`src/design/rrc_ram.sv`:
```
// Generic single-port RAM, one write or read per cycle, registered read data.
// No dependencies.
module rrc_ram #(
  parameter int WIDTH = 8,
  parameter int DEPTH = 256
) (
  input  logic                                     clk,
  input  logic                                     we,
  input  logic [((DEPTH > 1) ? $clog2(DEPTH) : 1)-1:0] addr,
  input  logic [WIDTH-1:0]                         wdata,
  output logic [WIDTH-1:0]                         rdata
);
  logic [WIDTH-1:0] mem [DEPTH];

  always_ff @(posedge clk) begin
    if (we) begin
      mem[addr] <= wdata;
    end
    rdata <= mem[addr];
  end
endmodule

```
`config.mk`:
```
export PLATFORM = sky130hd
export DESIGN_NAME = rrc_ram
export DESIGN_NICKNAME = d
export VERILOG_FILES = /design/src/design/rrc_ram.sv
export SDC_FILE = /design/constraint.sdc
export NUM_CORES = 2
export LEC_CHECK = 0
export BUFFER_PORTS_ARGS = -buffer_cell sky130_fd_sc_hd__buf_4
export CELL_PAD_IN_SITES_DETAIL_PLACEMENT = 1
export CELL_PAD_IN_SITES_GLOBAL_PLACEMENT = 2
export CORE_MARGIN = 10
export CORE_UTILIZATION = 50
export CTS_CLUSTER_SIZE = 25
export DETAILED_ROUTE_END_ITERATION = 8
export PLACE_DENSITY = 0.81
export SYNTH_ARGS = -nofsm -noshare
export SYNTH_HDL_FRONTEND = slang
export SYNTH_SLANG_ARGS = --single-unit
```
`constraint.sdc`:
```
create_clock -name clk -period 3.3 [get_ports clk]
set_input_delay 0.495 -clock clk [delete_from_list [all_inputs] [get_ports clk]]
set_output_delay 0.495 -clock clk [all_outputs]
set_load 0.05 [all_outputs]
```
==> run metrics <==
core area 0.156 sq mm; hold_buf cts 0; WL final 211000 um; Clock Latency Late Sink 0.85 ns; first drt pass iteration count 5; Ys Warns 0; vias per cell 6.40; largest delay contributor family on the critical path compound AO/OA/AOI/OAI gates; fmax 0.317 GHz; critical path class in -> reg; Final setup viols 0; die width 416 um; Synth Instances 3547; R2R depth 6; htree depth 4; final hold violations 0; remaining antenna violation count after routing 0; GRT met3 Usage 0.0457; CTS tree done; Remaining DRCs 0; Crit path largest cell delay 1.00 ns; mean post-synth cell area 22.1 sq um; Initial Utilization 0.502; largest net degree at the start of global routing 124; WP buf/inv 5; leakage 28.7 nW; layout cell share with drive strength beyond 1 0.314; Post-synth EDFFs 2048; WL per Instance 33.6 um; Crit path arrival time 3.83 ns; fin crit period 3.15 ns; fin. max-slew vios 0; clock sink total 2056; GRT met2 Usage 0.401; vias in the first global route 42900; Fill cells 13000; CP cell instances buf_8 > buf_12 > buf_12 > buf_12 > mux4_2 > a22oi_1 > a21oi_1 > o41ai_1 > buf_4 > nand4_1; startpoint types input port; Worst slew margin 0.195; setup TNS 0 ns; Final Util 0.584; CP Data Required Time 3.98 ns; # rows 145; outcome finished clean; die area 0.173 sq mm; CTS clk-pin slew, worst paths 0.06 ns; Post-synth top flop edfxtp_1; Worst-Margin Slew 1.19 ns; Cell Area, Synth 0.0785 sq mm; Yosys cell types 22; Layout area overhead 16.2%; gr usage total 0.243; post-synthesis sequential area ratio 0.786; initial antenna violation count 9; grt met1 use 0.321; GRT Max-Usage Layer met2; cts bufs inserted 200; Yosys reg bits 2056; peak fanout along the critical path 23; DR vias 40100; hold path startpoint wdata[4]; RSZ-0062 raised after global routing no; clock buffer depth 3; Hold EP mem[4][4]; Max VDD drop 0.545 mV; CP endpoint kind flop; CTS root buffer clkbuf_16; most frequent cells in the layout edfxtp_1 (2048), mux4_2 (512), buf_4 (447); fin nets 4054; pwr/cell area 594 mW/mm^2; total global routing overflow 0; Die H 416 um; WHS 0.153 ns; fin crit share 0.955; worst slack, placed -0.532 ns; Iteration-0 DRC Markers 5288; commonest non-fill, non-tap cell in the layout edfxtp_1; HP Class in -> reg; Top-Level Pins 26; Post-CTS Setup Inserts 0; Critical path origin addr[0]; most frequent CP cell buf_12; Net Count, Synth 3565; global-route wire length before repair 309000 um; WHS Path Cells 1; Port Buf Inserts 25; r2r startpoint mem[40][0]; Post-synth ARST share 0; Final HPWL DP 129000 um; Levels on crit path 10; final worst slack 0.148 ns; Reg-to-Reg End rdata[0]; Slowest-stage cell, CP o41ai_1; Final Power 0.0542 W; worst clock skew 0.0470 ns; placer's final routability congestion estimate 0.818; R2R Setup Slk 0.37 ns; Resize count post-CTS 0; max cap viols 0
per-stage QoR:
stage	instance area [sq um]	std cells
finish	91200	6256
global route	91200	6256
CTS	91200	6255
detailed placement	84800	5892
global placement	84800	5892
floorplan	78500	3547
cell type report:
type	instances	area, sq um	share of cell area
sequential	2056	61700	0.676
clock buffer	248	5270	0.0578
multi-input combinational	1258	15800	0.173
timing repair buffer	519	4740	0.0520
inverter	1	3.75	0.0000412
antenna	1	2.50	0.0000274
tap	2058	2570	0.0282
clock inverter	115	1150	0.0126
where the power goes:
group / internal [W] / switching [W]
sequential: 0.0288 / 0.0000566
clock: 0.0128 / 0.00980
combinational: 0.000993 / 0.00173
state kept, by name, summed over array words and instances, names as in the netlist:
register and cells:
rdata 8, mem 2048
cell usage after synthesis, types with 19 or more instances:
| cell type | n | area [sq um] |
|---|---|---|
| nor3_1 | 30 | 150 |
| clkbuf_1 | 145 | 544 |
| buf_1 | 19 | 71.3 |
| nor2_1 | 232 | 871 |
| a21oi_1 | 128 | 641 |
| edfxtp_1 | 2048 | 61500 |
| buf_2 | 36 | 180 |
| a22oi_1 | 256 | 1920 |
| nand2_1 | 28 | 105 |
| mux4_2 | 512 | 11500 |
| o41ai_1 | 32 | 280 |
worst max-delay path by stage:
stage	endpoint	slack (ns)
2_1_floorplan	mem[111][0]	0.59
3_3_place_gp	rdata[0]	-0.52
3_5_place_dp	rdata[1]	-0.53
4_1_cts	rdata[0]	0.29
5_1_grt	rdata[7]	0.13
6_report	rdata[0]	0.15
per-layer routing:
metal	part of all wire	vias to the layer above
met3	0.082	472
met2	0.50	2067
li1	-	16000
met1	0.38	21500
met4	0.043	4
met5	0.00013	-
kinds of logic after synthesis:
kind of cell | Yosys count | share of synthesized area
simple gates | 330 | 0.0173
flops | 2056 | 0.786
compound gates | 416 | 0.0362
buf+inv | 233 | 0.0140
mux | 512 | 0.147
No activity file was read; power rests on OpenSTA's default activity.
